## src/hw/rtl/isc_pkg.sv

```systemverilog
`timescale 1ns / 1ps
// ----------------------------------------------------------------------------
// Insertion sort package
// Shared sizes, payload types and control groups of the insertion sorter.
// ----------------------------------------------------------------------------
package isc_pkg;

  localparam int unsigned MAX_ITEMS = 32;
  localparam int unsigned WORD_BITS = 32;
  localparam int unsigned CMP_W     = 10;
  localparam int unsigned SHF_W     = 9;
  localparam int unsigned GT_CNT_W  = $clog2(MAX_ITEMS + 1);

  typedef logic signed [WORD_BITS-1:0] word_t;

  // Commands broadcast to every cell of the chain.
  typedef struct packed {
    logic insert;
    logic unload;
    logic clear;
  } cell_ctrl_t;

  // Commands to the counter stage.
  typedef struct packed {
    logic upd;
    logic first;
    logic clear;
  } cnt_ctrl_t;

  typedef enum logic [1:0] {
    ST_FILL,
    ST_SETTLE,
    ST_EMIT
  } isc_state_e;

endpackage

```

## src/hw/rtl/isc_cell.sv

```systemverilog
`timescale 1ns / 1ps
// ----------------------------------------------------------------------------
// Insertion sort cell
// Holds one word of the sorted run and moves it up on insertion or down on
// unload.
// ----------------------------------------------------------------------------
module isc_cell (
  input  logic               clk_i,
  input  logic               rst_ni,
  input  isc_pkg::cell_ctrl_t ctrl_i,
  input  isc_pkg::word_t     word_i,
  input  logic               prev_gt_i,
  input  logic               prev_vld_i,
  input  isc_pkg::word_t     prev_data_i,
  input  logic               next_vld_i,
  input  isc_pkg::word_t     next_data_i,
  output logic               gt_o,
  output logic               vld_o,
  output isc_pkg::word_t     data_o
);
  import isc_pkg::*;

  word_t data_q, data_d;
  logic  vld_q, vld_d;
  logic  take_prev;
  logic  take_word;

  assign gt_o   = vld_q && (data_q > word_i);
  assign vld_o  = vld_q;
  assign data_o = data_q;

  // The cell below holds a greater word, so that word moves up into this one.
  // The first cell that holds a greater word, or the first empty one, takes
  // the new word.
  assign take_prev = prev_gt_i;
  assign take_word = !prev_gt_i && prev_vld_i && (gt_o || !vld_q);

  always_comb begin
    data_d = data_q;
    vld_d  = vld_q;
    if (ctrl_i.clear) begin
      vld_d = 1'b0;
    end else if (ctrl_i.unload) begin
      data_d = next_data_i;
      vld_d  = next_vld_i;
    end else if (ctrl_i.insert) begin
      if (take_prev) begin
        data_d = prev_data_i;
        vld_d  = 1'b1;
      end else if (take_word) begin
        data_d = word_i;
        vld_d  = 1'b1;
      end
    end
  end

  always_ff @(posedge clk_i or negedge rst_ni) begin
    if (!rst_ni) begin
      vld_q <= 1'b0;
    end else begin
      vld_q <= vld_d;
    end
  end

  always_ff @(posedge clk_i) begin
    data_q <= data_d;
  end

endmodule

```

## src/hw/rtl/isc_count.sv

```systemverilog
`timescale 1ns / 1ps
// ----------------------------------------------------------------------------
// Insertion sort counters
// Adds up the shifts and comparisons of each insertion in the cycle after it.
// ----------------------------------------------------------------------------
module isc_count (
  input  logic                              clk_i,
  input  logic                              rst_ni,
  input  isc_pkg::cnt_ctrl_t                ctrl_i,
  input  logic [isc_pkg::MAX_ITEMS-1:0]     gt_i,
  output logic [isc_pkg::CMP_W-1:0]         cmp_total_o,
  output logic [isc_pkg::SHF_W-1:0]         shf_total_o
);
  import isc_pkg::*;

  localparam logic [CMP_W:0] CmpMax = (CMP_W+1)'((1 << CMP_W) - 1);
  localparam logic [SHF_W:0] ShfMax = (SHF_W+1)'((1 << SHF_W) - 1);

  logic                 upd_q;
  logic                 first_q;
  logic [MAX_ITEMS-1:0] gt_q;
  logic [GT_CNT_W-1:0]  greater;
  logic [CMP_W:0]       cmp_sum;
  logic [SHF_W:0]       shf_sum;
  logic [CMP_W-1:0]     cmp_q, cmp_d;
  logic [SHF_W-1:0]     shf_q, shf_d;

  assign greater = GT_CNT_W'($countones(gt_q));
  assign shf_sum = (SHF_W+1)'(shf_q) + (SHF_W+1)'(greater);
  assign cmp_sum = (CMP_W+1)'(cmp_q) + (CMP_W+1)'(greater) + (CMP_W+1)'(!first_q);

  always_comb begin
    cmp_d = cmp_q;
    shf_d = shf_q;
    if (ctrl_i.clear) begin
      cmp_d = '0;
      shf_d = '0;
    end else if (upd_q) begin
      cmp_d = (cmp_sum > CmpMax) ? CmpMax[CMP_W-1:0] : cmp_sum[CMP_W-1:0];
      shf_d = (shf_sum > ShfMax) ? ShfMax[SHF_W-1:0] : shf_sum[SHF_W-1:0];
    end
  end

  always_ff @(posedge clk_i or negedge rst_ni) begin
    if (!rst_ni) begin
      upd_q <= 1'b0;
      cmp_q <= '0;
      shf_q <= '0;
    end else begin
      upd_q <= ctrl_i.upd && !ctrl_i.clear;
      cmp_q <= cmp_d;
      shf_q <= shf_d;
    end
  end

  always_ff @(posedge clk_i) begin
    gt_q    <= gt_i;
    first_q <= ctrl_i.first;
  end

  assign cmp_total_o = cmp_q;
  assign shf_total_o = shf_q;

endmodule

```

## src/hw/rtl/insertion_sort_with_counts.sv

```systemverilog
`timescale 1ns / 1ps
// ----------------------------------------------------------------------------
// Insertion sort with counts
// Stable ascending sorter built as a chain of compare-and-hold cells.
// ----------------------------------------------------------------------------
// Words are taken one per cycle while the set fills; every cell compares its
// word with the incoming one at once through the parallel cell comparators.
// A word that arrives while all MAX_ITEMS cells are full is dropped and
// flagged. After the request marked final, the settle state lets the counter
// stage catch up, then the run leaves from the bottom cell at one result per
// cycle while the output is not stalled and the chain shifts down. The next
// set is accepted in the cycle after the last result of the run is taken.
module insertion_sort_with_counts (
  input  logic                          clk_i,
  input  logic                          rst_ni,
  input  logic                          in_valid_i,
  output logic                          in_stall_o,
  input  logic signed [31:0]            value_i,
  input  logic                          final_item_i,
  output logic                          out_valid_o,
  input  logic                          out_stall_i,
  output logic signed [31:0]            sorted_value_o,
  output logic                          run_end_o,
  output logic [isc_pkg::CMP_W-1:0]     comparison_total_o,
  output logic [isc_pkg::SHF_W-1:0]     shift_total_o,
  output logic                          overflowed_o
);
  import isc_pkg::*;

  isc_state_e           state_q, state_d;
  logic                 drop_q, drop_d;
  logic                 in_acc;
  logic                 out_acc;
  logic                 full;
  cell_ctrl_t           cell_ctrl;
  cnt_ctrl_t            cnt_ctrl;
  logic [MAX_ITEMS-1:0] cell_gt;
  logic [MAX_ITEMS-1:0] cell_vld;
  word_t                cell_data [MAX_ITEMS];

  assign full    = cell_vld[MAX_ITEMS-1];
  assign in_acc  = in_valid_i && !in_stall_o;
  assign out_acc = out_valid_o && !out_stall_i;

  for (genvar i = 0; i < MAX_ITEMS; i++) begin : g_cell
    logic  prev_gt;
    logic  prev_vld;
    word_t prev_data;
    logic  next_vld;
    word_t next_data;

    if (i == 0) begin : g_first
      assign prev_gt   = 1'b0;
      assign prev_vld  = 1'b1;
      assign prev_data = '0;
    end else begin : g_mid
      assign prev_gt   = cell_gt[i-1];
      assign prev_vld  = cell_vld[i-1];
      assign prev_data = cell_data[i-1];
    end

    if (i == MAX_ITEMS - 1) begin : g_last
      assign next_vld  = 1'b0;
      assign next_data = '0;
    end else begin : g_inner
      assign next_vld  = cell_vld[i+1];
      assign next_data = cell_data[i+1];
    end

    isc_cell u_cell (
      .clk_i       (clk_i),
      .rst_ni      (rst_ni),
      .ctrl_i      (cell_ctrl),
      .word_i      (value_i[WORD_BITS-1:0]),
      .prev_gt_i   (prev_gt),
      .prev_vld_i  (prev_vld),
      .prev_data_i (prev_data),
      .next_vld_i  (next_vld),
      .next_data_i (next_data),
      .gt_o        (cell_gt[i]),
      .vld_o       (cell_vld[i]),
      .data_o      (cell_data[i])
    );
  end

  isc_count u_count (
    .clk_i       (clk_i),
    .rst_ni      (rst_ni),
    .ctrl_i      (cnt_ctrl),
    .gt_i        (cell_gt),
    .cmp_total_o (comparison_total_o),
    .shf_total_o (shift_total_o)
  );

  // Next state.
  always_comb begin
    state_d = state_q;
    case (state_q)
      ST_FILL: begin
        if (in_acc && final_item_i) begin
          state_d = ST_SETTLE;
        end
      end
      ST_SETTLE: begin
        state_d = ST_EMIT;
      end
      ST_EMIT: begin
        if (out_acc && run_end_o) begin
          state_d = ST_FILL;
        end
      end
      default: begin
        state_d = ST_FILL;
      end
    endcase
  end

  // Outputs and commands.
  always_comb begin
    in_stall_o       = (state_q != ST_FILL);
    out_valid_o      = (state_q == ST_EMIT);
    cell_ctrl.insert = in_acc && !full;
    cell_ctrl.unload = out_acc && !run_end_o;
    cell_ctrl.clear  = out_acc && run_end_o;
    cnt_ctrl.upd     = in_acc && !full;
    cnt_ctrl.first   = !cell_vld[0];
    cnt_ctrl.clear   = out_acc && run_end_o;
  end

  always_comb begin
    drop_d = drop_q;
    if (cell_ctrl.clear) begin
      drop_d = 1'b0;
    end else if (in_acc && full) begin
      drop_d = 1'b1;
    end
  end

  always_ff @(posedge clk_i or negedge rst_ni) begin
    if (!rst_ni) begin
      state_q <= ST_FILL;
      drop_q  <= 1'b0;
    end else begin
      state_q <= state_d;
      drop_q  <= drop_d;
    end
  end

  assign sorted_value_o = 32'(cell_data[0]);
  assign run_end_o      = !cell_vld[1];
  assign overflowed_o   = drop_q;

  // Occupied cells always form an unbroken run from the bottom of the chain.
  a_vld_contiguous: assert property (@(posedge clk_i) disable iff (!rst_ni)
    (cell_vld & (cell_vld + 1'b1)) == '0)
    else $error("occupied cells are not contiguous");

  a_emit_has_data: assert property (@(posedge clk_i) disable iff (!rst_ni)
    out_valid_o |-> cell_vld[0])
    else $error("result offered from an empty cell");

  a_final_settles: assert property (@(posedge clk_i) disable iff (!rst_ni)
    in_acc && final_item_i |=> state_q == ST_SETTLE && cell_vld[0])
    else $error("final request did not start the run");

  a_run_ascending: assert property (@(posedge clk_i) disable iff (!rst_ni)
    out_acc && !run_end_o |=> sorted_value_o >= $past(sorted_value_o))
    else $error("run is not ascending");

endmodule
```

## config.mk

```make
export PLATFORM = sky130hd
export DESIGN_NAME = insertion_sort_with_counts
export DESIGN_NICKNAME = d
export VERILOG_FILES = /design/src/hw/rtl/isc_pkg.sv /design/src/hw/rtl/isc_cell.sv /design/src/hw/rtl/isc_count.sv /design/src/hw/rtl/insertion_sort_with_counts.sv
export SDC_FILE = /design/constraint.sdc
export NUM_CORES = 2
export LEC_CHECK = 0
export ABC_AREA = 0
export BUFFER_PORTS_ARGS = -buffer_cell sky130_fd_sc_hd__clkbuf_2
export CAP_MARGIN = 20
export CORE_MARGIN = 8
export CORE_UTILIZATION = 35
export DETAILED_ROUTE_END_ITERATION = 8
export PLACE_DENSITY = 0.56
export SETUP_SLACK_MARGIN = 0.1
export SYNTH_ARGS = -nofsm -noshare
export SYNTH_HDL_FRONTEND = slang
export SYNTH_SLANG_ARGS = --single-unit
```

## constraint.sdc

```tcl
create_clock -name clk_i -period 15.1 [get_ports clk_i]
set_clock_uncertainty 0.2 [all_clocks]
set_input_delay 1.51 -clock clk_i [delete_from_list [all_inputs] [get_ports clk_i]]
set_output_delay 1.51 -clock clk_i [all_outputs]
set_load 0.01 [all_outputs]
```

## Yosys cells after proc, flatten, opt, wreduce, memory -nomap -nowiden

Cells that the tools add are included.

- Register bits after elaboration: 1,112
- Input port bits: 37
- Output and inout port bits: 55
- Logic and storage cells: 776

- Add/subtract/negate cells: 34
- $lt $le $gt $ge: 34
- Equality and inequality tests: 4
- Multiplexer cells: 296
- Bitwise logic cells: 1
- Reductions and logical operators: 336

Operator list:

| operator | number |
|---|---|
| 32-bit two-way mux | 126 |
| 32-bit > comparator | 32 |
| 1-bit two-way mux | 161 |
| 4-bit nonzero test | 31 |
| 1-bit logical AND | 102 |
| 3-bit nonzero test | 33 |
| 3-bit AND reduction | 32 |
| 6-bit adder | 15 |
| 1-bit logical NOT | 67 |
| 2-bit AND reduction | 33 |
| 1-bit by 1-bit adder with 2-bit output | 16 |
| 1-bit logical OR | 32 |
| 10-bit two-way mux | 3 |
| 9-bit two-way mux | 3 |
| 10-bit by 6-bit adder with 11-bit output | 1 |
| 11-bit by 1-bit adder with 11-bit output | 1 |
| 11-bit by 10-bit > comparator with 1-bit output (second input constant) | 1 |
| 9-bit by 6-bit adder with 10-bit output | 1 |
| 10-bit by 9-bit > comparator with 1-bit output (second input constant) | 1 |
| 2-bit nonzero test | 5 |
| 2-bit one-hot mux with 3 select lines | 1 |
| 2-bit two-way mux | 2 |
| 2-bit by 1-bit == test with 1-bit output (second input constant) | 1 |
| 2-bit == test (second input constant) | 1 |
| 4 further kinds | 4 |

## Depth between registers and ports, before layout

- Depth in word-level cells: 11
- Mapped depth: 24
- Depth with buffers taken out: 24

## Hierarchy

A second synthesis with hierarchy kept.

- Cell total of the unflattened synthesis: 8,958
- Area total of the unflattened synthesis: 85,002.8 um^2

Modules (own cells, without submodules):

| module | times used | cells each | area an instance (um^2) | sequential area each (um^2) |
|---|---|---|---|---|
| isc_cell | 32 | 271 | 2,558.7 | 985.9 |
| isc_count | 1 | 268 | 2,945.3 | 1,161.1 |
| insertion_sort_with_counts | 1 | 18 | 178.9 | 75.1 |

## Worst setup path after synthesis

Ideal clock, no wire load.

- Path type: input -> register
- Start point: in value_i[31]
- End point: reg g_cell[4].u_cell.data_q[0], enable pin
- Arrival: 5,913 ps
- Setup slack: 8,526 ps
- Stages on the path: 10
- Path buffers: 0
- Path through: inv_1 > ha_1 > nand4_1 > nor4_1 > inv_1 > a2111oi_0 > a211oi_1 > nor3_1 > nor3b_1 > nor3_1

- Word-level cells in the longest chain between the ends: 7
- Elaborated cells on any way between the ends: 10
- Classes of those cells: order compare (2); reduce/logical (8)

Ends and longest elaborated chain:

| element | RTL line | RTL |
|---|---|---|
| from (decl) | insertion_sort_with_counts.sv:18 | `input logic signed [31:0] value_i,` |
| 32-bit > comparator | isc_cell.sv:28 | `assign gt_o = vld_q && (data_q > word_i);` |
| 1-bit logical AND | isc_cell.sv:28 |  |
| 1-bit logical NOT | isc_cell.sv:36 | `assign take_word = !prev_gt_i && prev_vld_i && (gt_o \|\| !vld_q);` |
| 1-bit logical AND (2 in a row) | isc_cell.sv:36 |  |
| 3-bit nonzero test (no line) * | n/a |  |
| 3-bit AND reduction (no line) * | n/a |  |
| to (signal assigned) | isc_cell.sv:66 | `data_q <= data_d;` |
| to (decl) | isc_cell.sv:23 | `word_t data_q, data_d;` |

Every way passes the cells marked *; elsewhere a longest branch is shown, timed or not.
A chain may end at the register's enable or synchronous reset.

## Worst setup path after layout

- Start point: reg u_count.gt_q[4]
- End point: reg u_count.shf_q[5], in the netlist u_count.shf_total_o[5]

- Word-level cells in the longest chain between the ends: 10

Ends and longest elaborated chain:

| element | RTL line | RTL |
|---|---|---|
| from (decl) | isc_count.sv:21 | `logic [MAX_ITEMS-1:0] gt_q;` |
| from (signal assigned) | isc_count.sv:57 | `gt_q <= gt_i;` |
| 1-bit by 1-bit adder with 2-bit output (not written as such) * | isc_count.sv:28 | `assign greater = GT_CNT_W'($countones(gt_q));` |
| 6-bit adder (not written as such) * (4 in a row) | isc_count.sv:28 |  |
| 9-bit by 6-bit adder with 10-bit output * | isc_count.sv:29 | `assign shf_sum = (SHF_W+1)'(shf_q) + (SHF_W+1)'(greater);` |
| 10-bit by 9-bit > comparator with 1-bit output | isc_count.sv:40 | `shf_d = (shf_sum > ShfMax) ? ShfMax[SHF_W-1:0] : shf_sum[SHF_W-1:0];` |
| 9-bit two-way mux * | isc_count.sv:40 |  |
| 9-bit two-way mux * | isc_count.sv:38 | `end else if (upd_q) begin` |
| 9-bit two-way mux * | isc_count.sv:35 | `if (ctrl_i.clear) begin` |
| to (signal assigned) | isc_count.sv:48 | `shf_q <= '0;` |
| to (signal assigned) | isc_count.sv:52 | `shf_q <= shf_d;` |
| to (decl) | isc_count.sv:26 | `logic [SHF_W-1:0] shf_q, shf_d;` |

Every way passes the cells marked *; elsewhere a longest branch is shown, timed or not. The select of a mux whose other input is x is not followed.

==> key figures <==
Outcome
  • Outcome: finished clean

Floorplan
  • I/O pins: 92
  • Die W: 488.1 microns
  • Die Span Y: 488.1 microns
  • Core area: 221900 sq um
  • Std cell rows: 173
  • Starting Density: 35.16%
  • Full die area: 238300 sq um

STA
  • Max Fclk: 0.1561 GHz
  • RSZ-0062 raised after global routing: no
  • Slew headroom: 17.99%
  • Fin crit share: 42.42%
  • Worst slew pin tran: 1.229 ns
  • Final slew viol count: 0
  • Final setup fails: 0
  • Setup TNS: 0 ns
  • Final min period: 6.406 ns
  • Hold Vio Cnt, Final: 0

Placed design
  • DP Area: 82050 sq um
  • Hpwl dp: 208400 microns
  • Placed Instances: 10620
  • Port Buf Inserts: 91
  • GPL Wtd Cong: 0.9180

Synthesis
  • Post-synth EDFFs: 1024
  • Mapped Cells: 7886
  • Simple-Gate Fraction of Synth Area: 16.85%
  • Post-synthesis mux area share: 0.5726%
  • Synth async-reset ratio: 4.946%
  • Register area share after synthesis: 42.03%
  • Syn Nets: 9012
  • Post-Synth XOR/XNOR Area: 0.1123%
  • Post-synthesis cell area: 78010 sq um
  • Post-Synth Adder-Cell Area: 17.74%
  • Synth warnings: 0
  • Predominant post-synthesis flop cell: edfxtp_1
  • Synth Area per Inst: 9.893 sq um
  • Netlist cell types: 79
  • Main combinational cell family by area after synthesis: compound AO/OA/AOI/OAI gates
  • Register bit total from synthesis: 1112
  • Compound-Gate Fraction of Synth Area: 18.81%

Pwr
  • Pwr dens: 237.4 nW/um^2
  • Switching pwr: 9.246 mW
  • Overall power: 20.55 mW
  • Gate power share: 52.4%
  • Clk pwr share: 16.3%
  • Flop pwr share: 31.3%
  • Sw Ratio: 44.98%
  • Peak supply drop: 0.0007008 V
  • Total leakage power: 33.48 nW
  • Internal power: 11.31 mW

Clock network
  • # hold bufs at CTS: 0
  • Worst-Skew Late Latency: 0.80 ns
  • Worst-case clock buffer depth: 3
  • Setup bufs post-CTS: 0
  • Inserted Clock Buffers: 142
  • TritonCTS clock tree: yes
  • CTS root buf: clkbuf_16
  • # clock sinks: 1112
  • CTS clk-pin slew, worst paths: 0.06 ns
  • # resized after CTS: 0
  • H-tree depth: 4

Layout
  • Total Nets Final: 8914
  • Post-route insts no fill: 10890
  • Share of cells above drive strength 1: 7.854%
  • Final instance area: 86570 sq um
  • Commonest non-fill, non-tap cells in the layout: nand2_1 (1223), ha_1 (1060), edfxtp_1 (1024), nand3_1 (674), o211ai_1 (578)
  • Most common cell after layout, fill and taps aside: nand2_1
  • Layout area overhead: 10.97%

Worst setup path
  • Worst Path Arrival: 6.92 ns
  • Critical path peak fanout: 7
  • CP Launch Type: flop
  • Critical path class: reg2reg
  • Req. time, crit path: 15.62 ns
  • Critical path capture point type: flop

Min path
  • Worst Hold Class: reg2reg

Routing
  • Vias per std cell: 6.173
  • Wire per inst: 26.29 microns
  • Overall via count from detail_route: 67200
  • Iter 0 DRT Violations: 7106
  • Number of nets with antenna violations after routing: 0
  • Final WL: 286100 microns
  • DRT Pass-1 Iters: 7
  • DR DRC count: 0

Global route
  • Vias in the first global route: 66020
  • First-pass GRT wire length: 427200 microns
  • Congestion Overflow GR: 0
  • Largest net degree at the start of global routing: 192
  • GRT Total Usage: 23.08%
  • Initial antenna violation count: 3

Flow run
  • Max cap viols: 0
-- cell families (layout without fill, tap and decap cells) --
logic type / Yosys count / in the layout
simple gates: 2923 / 2923
compound gates: 1981 / 1981
flops: 1112 / 1112
fa+ha+maj: 1089 / 1089
buf+inv: 727 / 748
mux: 44 / 44
xor+xnor: 10 / 10
other cells: 0 / 3
-- per-stage QoR --
stage | hold WS (ns) | utilization [%] | worst slack (ns)
global placement | 0.3003 | 36.97 | 8.249
global route | 0.3716 | 39.02 | 8.333
CTS | 0.3258 | 38.99 | 8.720
floorplan | 0.2609 | - | 8.526
finish | 0.3281 | 39.02 | 8.694
detailed placement | 0.2999 | 36.98 | 8.791
-- worst max-delay path: stages (launching register included) --
cell and delay (ns):
dfxtp_1 0.45, ha_1 0.19, inv_1 0.05, fa_1 0.49, inv_1 0.08, fa_1 0.56
fa_1 0.54, fa_1 0.55, inv_1 0.05, fa_1 0.55, inv_1 0.05, ha_1 0.22
fa_1 0.41, xor2_1 0.36, ha_1 0.24, nand2_1 0.06, o21ai_0 0.28, a21oi_1 0.11
nor2b_1 0.24, nand3_1 0.29, and3_1 0.27, nor2_1 0.09
-- cell type report --
cell class                 count  area (sq um)
timing repair buffer         282          2019
fill                       21730        135300
multi-input combinational   6047         42820
tap                         2975          3722
clock buffer                 205          4069
sequential                  1112         32790
inverter                     203         762.0
antenna                        3         7.507
clock inverter                58         389.1
-- synth_stat cells, types with 30 or more instances --
cell type  number  area [sq um]
a221o_1       426          4264
nor2b_1        48         300.3
buf_1          47         176.4
clkbuf_1      352          1321
inv_1         202         758.2
ha_1         1060         13260
dfrtp_1        55          1376
nand2_1      1224          4594
mux2i_1        39         390.4
dfxtp_1        33         660.6
nand4_1       227          1420
nor3_1         62         310.3
o21a_1         30         225.2
buf_2          84         420.4
nor4_1         45         281.5
o21ai_0       157         785.8
a21oi_1       409          2047
nor2_1        523          1963
o221ai_1       31         271.5
nand3_1       674          3373
o211ai_1      578          4339
edfxtp_1     1024         30750
a21o_1        170          1276
-- path summary, 6_finish.rpt --
check / end / startpoint / cells after the start / slack, ns
max in group asynchronous: g_cell[24].u_cell.vld_o / rst_ni / 1 / 13.42
setup reg to reg: u_count.shf_total_o[5] / u_count.gt_q[4] / 21 / 8.69
min in group asynchronous: u_count.shf_total_o[0] / rst_ni / 1 / 0.62
setup / recovery: u_count.shf_total_o[5] / u_count.gt_q[4] / 21 / 8.69
hold reg to reg: overflowed_o / overflowed_o / 2 / 0.33
hold / removal: overflowed_o / overflowed_o / 2 / 0.33
-- power groups by stage --
stage / logic [mW] / registers [mW] / clock network [mW]
2_1_floorplan: 7.78 / 5.97 / 0
3_3_place_gp: 10.3 / 6.45 / 0
3_5_place_dp: 10.7 / 6.46 / 0
4_1_cts: 10.7 / 6.41 / 3.40
6_report: 10.8 / 6.44 / 3.35
5_1_grt: 12.1 / 6.54 / 3.51
-- sequential cells by signal (all words and copies together) (netlist names) --
| name | cells |
|---|---|
| u_count.gt_q | 32 |
| state_q | 2 |
| u_count.first_q | 1 |
| g_cell.u_cell.vld_o | 32 |
| u_count.shf_total_o | 9 |
| g_cell.u_cell.data_o | 1024 |
| overflowed_o | 1 |
| u_count.upd_q | 1 |
| u_count.cmp_total_o | 10 |
-- metal layers --
layer | GRT usage (%) | vias up | wire length (microns)
met1 | 29.50 | 33080 | 115400
met4 | 12.72 | 0 | 17930
met3 | 3.236 | 685 | 19970
met2 | 37.71 | 3095 | 132900
li1 | - | 30340 | -
met5 | 0 | - | 0
(Power assumes the default switching activity.)
